===== config.mk =====
export PLATFORM = sky130hd
export DESIGN_NAME = flash_range_command_splitter
export DESIGN_NICKNAME = d
export VERILOG_FILES = /design/src/hdl/frcs_pkg.sv /design/src/hdl/frcs_front.sv /design/src/hdl/frcs_queue.sv /design/src/hdl/frcs_back.sv /design/src/hdl/flash_range_command_splitter.sv
export SDC_FILE = /design/constraint.sdc
export NUM_CORES = 1
export LEC_CHECK = 0
export BUFFER_PORTS_ARGS = -buffer_cell sky130_fd_sc_hd__buf_2
export CORE_MARGIN = 5
export CORE_UTILIZATION = 43
export CTS_BUF_LIST = sky130_fd_sc_hd__clkbuf_8
export CTS_CLUSTER_DIAMETER = 40
export DETAILED_ROUTE_END_ITERATION = 10
export GPL_ROUTABILITY_DRIVEN = 0
export SLEW_MARGIN = 20
export SYNTH_ARGS = -nofsm -noshare
export SYNTH_HDL_FRONTEND = slang
export SYNTH_SLANG_ARGS = --single-unit

===== constraint.sdc =====
create_clock -name clk_i -period 4.6 [get_ports clk_i]
set_input_delay 0.92 -clock clk_i [delete_from_list [all_inputs] [get_ports clk_i]]
set_output_delay 0.92 -clock clk_i [all_outputs]
set_load 0.03 [all_outputs]

===== src/hdl/frcs_pkg.sv =====
// shared types and constants of the flash range command splitter
// used by frcs_front, frcs_queue, frcs_back and the top level
`default_nettype none

package frcs_pkg;

  // default device geometry in bytes, each a power of two
  localparam int unsigned PAGE_BYTES_DEF   = 512;
  localparam int unsigned SECTOR_BYTES_DEF = 4096;
  localparam int unsigned BLOCK_BYTES_DEF  = 1 << 16;

  // field widths
  localparam int unsigned OPCODE_W = 2;
  localparam int unsigned ADDR_W   = 22;
  localparam int unsigned COUNT_W  = 19;
  localparam int unsigned CMD_W    = 3;
  localparam int unsigned LEN_W    = 17;
  localparam int unsigned STATUS_W = 2;
  localparam int unsigned CAP_W    = 23;

  // stream word widths, padded to whole bytes
  localparam int unsigned IN_DATA_W  = 48;
  localparam int unsigned OUT_DATA_W = 48;

  // a run stops after this many erase commands
  localparam int unsigned MAX_CMDS  = 63;
  localparam int unsigned CNT_W     = 6;
  // program or write longer than this many pages is refused
  localparam int unsigned PAGES_MAX = 62;

  // request opcodes
  localparam logic [OPCODE_W-1:0] OP_ERASE   = 2'd0;
  localparam logic [OPCODE_W-1:0] OP_PROGRAM = 2'd1;
  localparam logic [OPCODE_W-1:0] OP_WRITE   = 2'd2;

  // device commands
  localparam logic [CMD_W-1:0] CMD_BLOCK      = 3'd0;
  localparam logic [CMD_W-1:0] CMD_SECTOR     = 3'd1;
  localparam logic [CMD_W-1:0] CMD_PAGE_ERASE = 3'd2;
  localparam logic [CMD_W-1:0] CMD_PROGRAM    = 3'd3;
  localparam logic [CMD_W-1:0] CMD_WRITE      = 3'd4;
  localparam logic [CMD_W-1:0] CMD_DONE       = 3'd5;

  // status codes carried by done
  localparam logic [STATUS_W-1:0] ST_OK         = 2'd0;
  localparam logic [STATUS_W-1:0] ST_MISALIGNED = 2'd1;
  localparam logic [STATUS_W-1:0] ST_RANGE      = 2'd2;
  localparam logic [STATUS_W-1:0] ST_TOO_LONG   = 2'd3;

  // queue between front and back
  localparam int unsigned QUEUE_DEPTH = 2;

  // how the back end has to treat a request
  typedef enum logic [1:0] {
    KIND_ERASE     = 2'd0,
    KIND_PROGRAM   = 2'd1,
    KIND_WRITE     = 2'd2,
    KIND_DONE_ONLY = 2'd3
  } kind_e;

  // classified request handed from front to back
  typedef struct packed {
    kind_e                kind;
    logic [STATUS_W-1:0]  status;
    logic [ADDR_W-1:0]    addr;
    logic [COUNT_W-1:0]   size;
  } desc_t;

endpackage

`default_nettype wire


===== src/hdl/frcs_front.sv =====
// front end: capacity register, request intake and classification
// depends on frcs_pkg
`default_nettype none

module frcs_front #(
  parameter int unsigned PAGE_BYTES = frcs_pkg::PAGE_BYTES_DEF
) (
  input  wire logic                                clk_i,
  input  wire logic                                rst_ni,
  // capacity register write channel
  input  wire logic                                cfg_valid_i,
  output logic                                     cfg_ready_o,
  input  wire logic [frcs_pkg::CAP_W-1:0]          cfg_data_i,
  // request stream
  input  wire logic                                s_axis_tvalid,
  output logic                                     s_axis_tready,
  // start_address [21:0], byte_count [40:22], zero fill above
  input  wire logic [frcs_pkg::IN_DATA_W-1:0]      s_axis_tdata,
  // opcode [1:0]
  input  wire logic [frcs_pkg::OPCODE_W-1:0]       s_axis_tuser,
  // queue push side
  output logic                                     push_o,
  output frcs_pkg::desc_t                          push_desc_o,
  input  wire logic                                full_i
);

  localparam logic [31:0] TooLongBytes = 32'(frcs_pkg::PAGES_MAX * PAGE_BYTES);

  logic [frcs_pkg::CAP_W-1:0]    cap_q;
  logic [frcs_pkg::ADDR_W-1:0]   addr;
  logic [frcs_pkg::COUNT_W-1:0]  size;
  logic [frcs_pkg::CAP_W-1:0]    end_addr;
  frcs_pkg::desc_t               desc;

  // capacity register, always writable
  assign cfg_ready_o = 1'b1;

  always_ff @(posedge clk_i or negedge rst_ni) begin
    if (!rst_ni) begin
      cap_q <= '0;
    end else if (cfg_valid_i) begin
      cap_q <= cfg_data_i;
    end
  end

  // unpack the request word
  assign addr = s_axis_tdata[frcs_pkg::ADDR_W-1:0];
  assign size = s_axis_tdata[frcs_pkg::ADDR_W +: frcs_pkg::COUNT_W];

  // end of request, never overflows 23 bits
  assign end_addr = frcs_pkg::CAP_W'(addr) + frcs_pkg::CAP_W'(size);

  // classify: range check first, then trivial cases, then length limit
  always_comb begin
    desc.addr   = addr;
    desc.size   = size;
    desc.status = frcs_pkg::ST_OK;
    desc.kind   = frcs_pkg::KIND_DONE_ONLY;
    if (end_addr > cap_q) begin
      desc.status = frcs_pkg::ST_RANGE;
    end else if (size == '0) begin
      desc.status = frcs_pkg::ST_OK;
    end else begin
      unique case (s_axis_tuser) inside
        frcs_pkg::OP_ERASE: begin
          desc.kind = frcs_pkg::KIND_ERASE;
        end
        frcs_pkg::OP_PROGRAM, frcs_pkg::OP_WRITE: begin
          if (32'(size) > TooLongBytes) begin
            desc.status = frcs_pkg::ST_TOO_LONG;
          end else if (s_axis_tuser == frcs_pkg::OP_PROGRAM) begin
            desc.kind = frcs_pkg::KIND_PROGRAM;
          end else begin
            desc.kind = frcs_pkg::KIND_WRITE;
          end
        end
        default: begin
          desc.status = frcs_pkg::ST_OK;
        end
      endcase
    end
  end

  assign s_axis_tready = !full_i;
  assign push_o        = s_axis_tvalid && !full_i;
  assign push_desc_o   = desc;

endmodule

`default_nettype wire


===== src/hdl/frcs_queue.sv =====
// short descriptor queue between front and back end
// depends on frcs_pkg
`default_nettype none

module frcs_queue (
  input  wire logic             clk_i,
  input  wire logic             rst_ni,
  input  wire logic             push_i,
  input  wire frcs_pkg::desc_t  push_desc_i,
  output logic                  full_o,
  input  wire logic             pop_i,
  output frcs_pkg::desc_t       pop_desc_o,
  output logic                  empty_o
);

  localparam int unsigned PtrW = $clog2(frcs_pkg::QUEUE_DEPTH);
  localparam int unsigned CntW = $clog2(frcs_pkg::QUEUE_DEPTH + 1);

  frcs_pkg::desc_t   mem_q [frcs_pkg::QUEUE_DEPTH];
  logic [PtrW-1:0]   wr_ptr_q, wr_ptr_d;
  logic [PtrW-1:0]   rd_ptr_q, rd_ptr_d;
  logic [CntW-1:0]   cnt_q, cnt_d;
  logic              do_push;
  logic              do_pop;

  assign full_o     = (cnt_q == CntW'(frcs_pkg::QUEUE_DEPTH));
  assign empty_o    = (cnt_q == '0);
  assign do_push    = push_i && !full_o;
  assign do_pop     = pop_i && !empty_o;
  assign pop_desc_o = mem_q[rd_ptr_q];

  // pointer and fill count update
  always_comb begin
    wr_ptr_d = wr_ptr_q;
    rd_ptr_d = rd_ptr_q;
    cnt_d    = cnt_q;
    if (do_push) begin
      wr_ptr_d = (wr_ptr_q == PtrW'(frcs_pkg::QUEUE_DEPTH - 1)) ? '0 : wr_ptr_q + 1'b1;
    end
    if (do_pop) begin
      rd_ptr_d = (rd_ptr_q == PtrW'(frcs_pkg::QUEUE_DEPTH - 1)) ? '0 : rd_ptr_q + 1'b1;
    end
    if (do_push && !do_pop) begin
      cnt_d = cnt_q + 1'b1;
    end else if (do_pop && !do_push) begin
      cnt_d = cnt_q - 1'b1;
    end
  end

  always_ff @(posedge clk_i or negedge rst_ni) begin
    if (!rst_ni) begin
      wr_ptr_q <= '0;
      rd_ptr_q <= '0;
      cnt_q    <= '0;
    end else begin
      wr_ptr_q <= wr_ptr_d;
      rd_ptr_q <= rd_ptr_d;
      cnt_q    <= cnt_d;
    end
  end

  // storage, no reset needed
  always_ff @(posedge clk_i) begin
    if (do_push) begin
      mem_q[wr_ptr_q] <= push_desc_i;
    end
  end

endmodule

`default_nettype wire


===== src/hdl/frcs_back.sv =====
// back end: command sequencer with registered output word
// depends on frcs_pkg
`default_nettype none

module frcs_back #(
  parameter int unsigned PAGE_BYTES   = frcs_pkg::PAGE_BYTES_DEF,
  parameter int unsigned SECTOR_BYTES = frcs_pkg::SECTOR_BYTES_DEF,
  parameter int unsigned BLOCK_BYTES  = frcs_pkg::BLOCK_BYTES_DEF
) (
  input  wire logic                             clk_i,
  input  wire logic                             rst_ni,
  // queue pop side
  output logic                                  pop_o,
  input  wire frcs_pkg::desc_t                  pop_desc_i,
  input  wire logic                             empty_i,
  // result stream
  output logic                                  m_axis_tvalid,
  input  wire logic                             m_axis_tready,
  // address [21:0], length [38:22], status [40:39], zero fill above
  output logic [frcs_pkg::OUT_DATA_W-1:0]       m_axis_tdata,
  // command [2:0]
  output logic [frcs_pkg::CMD_W-1:0]            m_axis_tuser,
  output logic                                  m_axis_tlast
);

  localparam int unsigned PgLog  = $clog2(PAGE_BYTES);
  localparam int unsigned SecLog = $clog2(SECTOR_BYTES);
  localparam int unsigned BlkLog = $clog2(BLOCK_BYTES);
  // a step is at most one block
  localparam int unsigned StepW  = BlkLog + 1;
  // running address may pass 2^22 before the end of a run
  localparam int unsigned RunW   = frcs_pkg::CAP_W;

  typedef enum logic [1:0] {
    ST_IDLE = 2'b01,
    ST_RUN  = 2'b10
  } state_e;

  state_e                          state_q, state_d;
  frcs_pkg::kind_e                 kind_q, kind_d;
  logic [frcs_pkg::STATUS_W-1:0]   stat_q, stat_d;
  logic [RunW-1:0]                 addr_q, addr_d;
  logic [frcs_pkg::COUNT_W-1:0]    size_q, size_d;
  logic [frcs_pkg::CNT_W-1:0]      cnt_q, cnt_d;

  // output word registers
  logic                            ovalid_q, ovalid_d;
  logic [frcs_pkg::CMD_W-1:0]      ocmd_q, ocmd_d;
  logic [frcs_pkg::ADDR_W-1:0]     oaddr_q, oaddr_d;
  logic [frcs_pkg::LEN_W-1:0]      olen_q, olen_d;
  logic [frcs_pkg::STATUS_W-1:0]   ostat_q, ostat_d;
  logic                            olast_q, olast_d;

  logic                            out_free;
  logic                            blk_fit, sec_fit, pg_fit;
  logic [frcs_pkg::COUNT_W-1:0]    room;
  logic [frcs_pkg::COUNT_W-1:0]    chunk;
  logic [StepW-1:0]                step;
  logic [frcs_pkg::CMD_W-1:0]      step_cmd;
  logic                            emit_step;
  logic [frcs_pkg::STATUS_W-1:0]   done_stat;

  assign out_free = !ovalid_q || m_axis_tready;

  // largest aligned erase unit that fits
  assign blk_fit = (addr_q[BlkLog-1:0] == '0) && (32'(size_q) >= 32'(BLOCK_BYTES));
  assign sec_fit = (addr_q[SecLog-1:0] == '0) && (32'(size_q) >= 32'(SECTOR_BYTES));
  assign pg_fit  = (addr_q[PgLog-1:0] == '0)  && (32'(size_q) >= 32'(PAGE_BYTES));

  // bytes left up to the next page boundary
  assign room  = frcs_pkg::COUNT_W'(PAGE_BYTES) - frcs_pkg::COUNT_W'(addr_q[PgLog-1:0]);
  assign chunk = (size_q < room) ? size_q : room;

  // decide the next item of the run
  always_comb begin
    emit_step = 1'b0;
    step      = '0;
    step_cmd  = frcs_pkg::CMD_DONE;
    done_stat = stat_q;
    if (kind_q == frcs_pkg::KIND_DONE_ONLY || size_q == '0) begin
      done_stat = stat_q;
    end else if (kind_q == frcs_pkg::KIND_ERASE) begin
      if (cnt_q == frcs_pkg::CNT_W'(frcs_pkg::MAX_CMDS)) begin
        done_stat = frcs_pkg::ST_TOO_LONG;
      end else if (blk_fit) begin
        emit_step = 1'b1;
        step      = StepW'(BLOCK_BYTES);
        step_cmd  = frcs_pkg::CMD_BLOCK;
      end else if (sec_fit) begin
        emit_step = 1'b1;
        step      = StepW'(SECTOR_BYTES);
        step_cmd  = frcs_pkg::CMD_SECTOR;
      end else if (pg_fit) begin
        emit_step = 1'b1;
        step      = StepW'(PAGE_BYTES);
        step_cmd  = frcs_pkg::CMD_PAGE_ERASE;
      end else begin
        done_stat = frcs_pkg::ST_MISALIGNED;
      end
    end else begin
      emit_step = 1'b1;
      step      = StepW'(chunk);
      step_cmd  = (kind_q == frcs_pkg::KIND_PROGRAM) ? frcs_pkg::CMD_PROGRAM
                                                      : frcs_pkg::CMD_WRITE;
    end
  end

  // sequencer and output register
  always_comb begin
    state_d  = state_q;
    kind_d   = kind_q;
    stat_d   = stat_q;
    addr_d   = addr_q;
    size_d   = size_q;
    cnt_d    = cnt_q;
    ovalid_d = ovalid_q && !m_axis_tready;
    ocmd_d   = ocmd_q;
    oaddr_d  = oaddr_q;
    olen_d   = olen_q;
    ostat_d  = ostat_q;
    olast_d  = olast_q;
    pop_o    = 1'b0;
    unique case (state_q)
      ST_IDLE: begin
        if (!empty_i) begin
          pop_o   = 1'b1;
          kind_d  = pop_desc_i.kind;
          stat_d  = pop_desc_i.status;
          addr_d  = RunW'(pop_desc_i.addr);
          size_d  = pop_desc_i.size;
          cnt_d   = '0;
          state_d = ST_RUN;
        end
      end
      ST_RUN: begin
        if (out_free) begin
          ovalid_d = 1'b1;
          if (emit_step) begin
            ocmd_d  = step_cmd;
            oaddr_d = addr_q[frcs_pkg::ADDR_W-1:0];
            olen_d  = step[frcs_pkg::LEN_W-1:0];
            ostat_d = frcs_pkg::ST_OK;
            olast_d = 1'b0;
            addr_d  = addr_q + RunW'(step);
            size_d  = frcs_pkg::COUNT_W'(32'(size_q) - 32'(step));
            cnt_d   = cnt_q + 1'b1;
          end else begin
            ocmd_d  = frcs_pkg::CMD_DONE;
            oaddr_d = '0;
            olen_d  = '0;
            ostat_d = done_stat;
            olast_d = 1'b1;
            state_d = ST_IDLE;
          end
        end
      end
      default: begin
        state_d = ST_IDLE;
      end
    endcase
  end

  always_ff @(posedge clk_i or negedge rst_ni) begin
    if (!rst_ni) begin
      state_q  <= ST_IDLE;
      ovalid_q <= 1'b0;
    end else begin
      state_q  <= state_d;
      ovalid_q <= ovalid_d;
    end
  end

  // run context and output payload
  always_ff @(posedge clk_i) begin
    kind_q  <= kind_d;
    stat_q  <= stat_d;
    addr_q  <= addr_d;
    size_q  <= size_d;
    cnt_q   <= cnt_d;
    ocmd_q  <= ocmd_d;
    oaddr_q <= oaddr_d;
    olen_q  <= olen_d;
    ostat_q <= ostat_d;
    olast_q <= olast_d;
  end

  assign m_axis_tvalid = ovalid_q;
  assign m_axis_tuser  = ocmd_q;
  assign m_axis_tlast  = olast_q;
  assign m_axis_tdata  = frcs_pkg::OUT_DATA_W'({ostat_q, olen_q, oaddr_q});

endmodule

`default_nettype wire


===== src/hdl/flash_range_command_splitter.sv =====
// Splits one flash request (erase, program or write) into device commands followed
// by a done word carrying the status. The front end checks the request against the
// capacity register and classifies it in the accept cycle, then parks it in a
// two-entry queue, so up to two requests are taken while a run is still going out.
// The back end sequencer loads a request while idle and then emits one word per
// cycle while the output register is free; a run is at most 64 words. Erases use
// the largest aligned block, sector or page unit; program and write are cut at
// page boundaries. Page, sector and block sizes must be powers of two. There is
// no clearing pass after reset.
// depends on frcs_pkg, frcs_front, frcs_queue, frcs_back
`default_nettype none

module flash_range_command_splitter #(
  parameter int unsigned PAGE_BYTES   = frcs_pkg::PAGE_BYTES_DEF,
  parameter int unsigned SECTOR_BYTES = frcs_pkg::SECTOR_BYTES_DEF,
  parameter int unsigned BLOCK_BYTES  = frcs_pkg::BLOCK_BYTES_DEF
) (
  input  wire logic                             clk_i,
  input  wire logic                             rst_ni,
  // capacity_bytes write channel
  input  wire logic                             cfg_valid_i,
  output logic                                  cfg_ready_o,
  input  wire logic [frcs_pkg::CAP_W-1:0]       cfg_data_i,
  // request stream
  input  wire logic                             s_axis_tvalid,
  output logic                                  s_axis_tready,
  // start_address [21:0], byte_count [40:22], zero fill above
  input  wire logic [frcs_pkg::IN_DATA_W-1:0]   s_axis_tdata,
  // opcode [1:0]
  input  wire logic [frcs_pkg::OPCODE_W-1:0]    s_axis_tuser,
  // result stream
  output logic                                  m_axis_tvalid,
  input  wire logic                             m_axis_tready,
  // address [21:0], length [38:22], status [40:39], zero fill above
  output logic [frcs_pkg::OUT_DATA_W-1:0]       m_axis_tdata,
  // command [2:0]
  output logic [frcs_pkg::CMD_W-1:0]            m_axis_tuser,
  output logic                                  m_axis_tlast
);

  logic             push;
  frcs_pkg::desc_t  push_desc;
  logic             full;
  logic             pop;
  frcs_pkg::desc_t  pop_desc;
  logic             empty;

  // intake and classification
  frcs_front #(
    .PAGE_BYTES (PAGE_BYTES)
  ) u_front (
    .clk_i         (clk_i),
    .rst_ni        (rst_ni),
    .cfg_valid_i   (cfg_valid_i),
    .cfg_ready_o   (cfg_ready_o),
    .cfg_data_i    (cfg_data_i),
    .s_axis_tvalid (s_axis_tvalid),
    .s_axis_tready (s_axis_tready),
    .s_axis_tdata  (s_axis_tdata),
    .s_axis_tuser  (s_axis_tuser),
    .push_o        (push),
    .push_desc_o   (push_desc),
    .full_i        (full)
  );

  // request queue
  frcs_queue u_queue (
    .clk_i       (clk_i),
    .rst_ni      (rst_ni),
    .push_i      (push),
    .push_desc_i (push_desc),
    .full_o      (full),
    .pop_i       (pop),
    .pop_desc_o  (pop_desc),
    .empty_o     (empty)
  );

  // command sequencer
  frcs_back #(
    .PAGE_BYTES   (PAGE_BYTES),
    .SECTOR_BYTES (SECTOR_BYTES),
    .BLOCK_BYTES  (BLOCK_BYTES)
  ) u_back (
    .clk_i         (clk_i),
    .rst_ni        (rst_ni),
    .pop_o         (pop),
    .pop_desc_i    (pop_desc),
    .empty_i       (empty),
    .m_axis_tvalid (m_axis_tvalid),
    .m_axis_tready (m_axis_tready),
    .m_axis_tdata  (m_axis_tdata),
    .m_axis_tuser  (m_axis_tuser),
    .m_axis_tlast  (m_axis_tlast)
  );

endmodule

`default_nettype wire

==> impl_metrics.tcl <==
set metrics [dict create \
    outcome "finished, violations left" \
    violations "setup timing" \
    holdBufCountCts 0 \
    n_fill_cell 2462 \
    yosysSeqAreaShare_pct 50.9 \
    grt_pass1_wl_um 47000 \
    drtAntennaViolNets 0 \
    wl_met3_um 1520 \
    dr_total_vias 9430 \
    htreeDepth 2 \
    ys.flop_type "edfxtp_1" \
    rows 62 \
    drt-total-wl_um 29400 \
    drv_slew 0 \
    ys_async_sr_fraction_pct 13.9 \
    dr.pass1.iters 5 \
    cp-startpoint "u_back.addr_q[1]$_DFFE_PP_" \
    core_area_mm2 0.0286 \
    ys_warn_count 0 \
    netlist_instances 1114 \
    hold_class "in -> async" \
    reg2reg_from "u_back.addr_q[1]$_DFFE_PP_" \
    drive_above_1_share_pct 33.4 \
    synth_edf_count 186 \
    drt_iter0_markers 475 \
    initial_core_util_pct 43.5 \
    worst_pin_slew_ps 755 \
    dr_wl_met2_um 13500 \
    globalRouteOverflowTotal 0 \
    max_cap_viol_count 0 \
    slew_headroom_pct 49.7 \
    rsz0062_at_grt "true" \
    synth_largest_area_cell "edfxtp_1" \
    route.detailed.wl_per_inst_um 15.8 \
    worst-path-max-fanout 6 \
    setup_tns_ps -11560 \
    arrival_ps 5480 \
    top_layer_used "met5" \
    routed_via_density 5.06 \
    cts_buffer_depth 3 \
    wl_met1_um 13900 \
    p_leak_nw 6.83 \
    die_w_um 180 \
    place_ws_ps -566 \
    drc_errors 0 \
    fin_nets 1621 \
    syn_area_per_cell_um2 11.2 \
    min_period_over_period_pct 113 \
    fp.dieH_um 180 \
    yosysUniqueCellTypes 83 \
    hpwl_um 21500 \
    cts_made_buffers 42 \
    finalSetupViolCount 31 \
    ys_seq_elements 216 \
    top_level_ports 133 \
    finalHoldViolCount 0 \
    clk_latency_ps 540 \
    io_buffers 117 \
    grt_max_degree 46 \
    finalWorstSetupSlack_ps -595 \
    whs_ps 463 \
    power_density_mw_per_mm2 742 \
    finalCriticalPeriod_ps 5200 \
    synth_top_area_share_pct 44.9 \
    skew_ps 19.5 \
    reg2reg_depth 19 \
    clockRootBuffer "clkbuf_8" \
    grt_antenna_before_repair 1 \
    tritoncts "built" \
    crit_type "reg -> reg" \
    cts.sinks 216 \
    syn-cell-area_mm2 0.0124 \
    insertedDiodeCount 0 \
    endpoint_kind "register" \
    clkSlewWorstSetupHoldPaths_ps 60 \
    synth_area_leaders "edfxtp_1 45%, ha_1 9.1%, dfrtp_1 5.8%, a21oi_1 2.7%, o21ai_0 2.6%" \
    cp.required_ps 4880 \
    area_growth_pct 31.4 \
    grt_pass1_vias 9323 \
    fp.dieArea_mm2 0.0324 \
    fmax_ghz 0.192 \
    grt_util_all_layers_pct 17.6 \
    cp-start-kind "register" \
    ir_worst_vdd_v 0.000296 \
]
-- layout by cell type, fill, tap and decap left out, types with 13 or more instances in the layout --
cell,synthesis,layout
nand3_1,15,14
and2_1,29,29
nor3_1,19,16
conb_1,2,23
dfrtp_1,29,28
nor2_1,63,55
nor4_1,14,13
inv_1,58,60
a211oi_1,24,22
o21a_1,17,16
edfxtp_1,186,186
xor2_1,19,18
o21ai_1,10,23
buf_4,8,181
and3_1,15,14
nor2b_1,27,22
ha_1,91,80
nand2_1,82,77
a21o_1,19,17
o21ai_0,64,46
xnor2_1,30,26
a21oi_1,66,56
buf_2,3,117
clkbuf_8,0,45
mux2i_1,29,26
-- cell type report --
class	instances	area, um2	area share (%)
Multi-Input combinational cell	820	6380	39.0
Sequential cell	216	6340	38.8
Timing Repair Buffer	310	2100	12.8
Clock buffer	45	619	3.79
Tap cell	384	480	2.94
Inverter	59	221	1.35
Clock inverter	28	213	1.30
-- layer usage --
metal / global-route usage, % / vias up
li1: - / 4812
met5: 0 / -
met2: 28.7 / 203
met1: 24.5 / 4366
met4: 4.05 / 2
met3: 3.45 / 47
-- registers in the layout, summed over array words and instances (netlist names), 2 cells and up --
name,count
u_back.olen_q,17
u_back.cnt_q,6
u_back.oaddr_q,22
u_back.kind_q,2
u_back.ostat_q,2
u_back.stat_q,2
u_back.size_q,19
u_queue.mem_q,90
u_queue.cnt_q,2
u_back.state_q,2
u_back.m_axis_tuser,3
u_front.cap_q,23
u_back.addr_q,22
-- logic make-up (layout without fill, tap and decap cells) --
family          count (synthesis)  after routing  share of synthesized area (%)
simple gates                  325            325                           13.5
compound gates                284            284                           15.3
flops                         216            216                           50.9
buf+inv                        99            442                           3.26
fa+ha+maj                      94             94                           9.63
xor+xnor                       50             50                           3.58
mux                            44             44                           3.69
other cells                     2             23                         0.0603
-- cells in the mapped netlist, types with 11 or more instances --
library cell	instances
xnor2_1	30
xor2_1	19
ha_1	91
a21oi_1	66
nand2_1	82
nand3_1	15
a21o_1	19
and2_1	29
nor2_1	63
and3_1	15
edfxtp_1	186
nand2b_1	13
a211oi_1	24
a31oi_1	11
dfrtp_1	29
nor3_1	19
inv_1	58
mux2i_1	29
o21a_1	17
nor4_1	14
mux2_2	15
nor2b_1	27
o21ai_0	64
clkbuf_1	25
-- critical path, cell delays in order (launching register included) --
cell and delay (ps):
edfxtp_1 380, or4_4 560, or3_4 410, nor2_4 110, xor2_2 160, ha_1 260
and4b_1 210, a22oi_2 160, nand3_2 120, a31oi_4 230, buf_12 160, mux2i_4 240
nor2_1 60, ha_1 300, a21oi_2 70, nand4b_1 300, a2111oi_4 600, o2111a_1 310
o31ai_1 80, a31o_1 210
-- per-stage QoR --
stage	area [um2]	utilization, %	cells	power, mW
after CTS	16000	55.9	1852	11.6
after global placement	14800	51.9	1768	9.12
final	16400	57.1	1862	12.1
after detailed placement	14800	51.9	1768	9.20
after floorplan	12600	-	1135	7.15
after global routing	16400	57.1	1862	13.0
-- path summary, 6_finish.rpt --
check / slack (ps) / to
worst max register to register: -600 / u_back.addr_q[15]$_DFFE_PP_
max in group asynchronous: 3620 / u_queue.rd_ptr_q$_DFFE_PN0P_
worst min register to register: 500 / u_queue.cnt_q[1]$_DFFE_PN0P_
min in group clk_i: 500 / u_queue.cnt_q[1]$_DFFE_PN0P_
worst max-delay path: -600 / u_back.addr_q[15]$_DFFE_PP_
worst min-delay path: 460 / u_back.state_q[1]$_DFFE_PN0P_
-- where the power goes --
part / internal [mW] / switching (mW)
sequential: 3.04 / 0.396
clock: 1.08 / 0.806
combinational: 3.21 / 3.61
-- what timing repair did --
item	in CTS	in global routing
setup endpoints to repair	31	45
gates cloned	1	0
setup buffers	10	11
gates resized for setup	50	60
pin swaps	44	31
(Power assumes the default switching activity.)
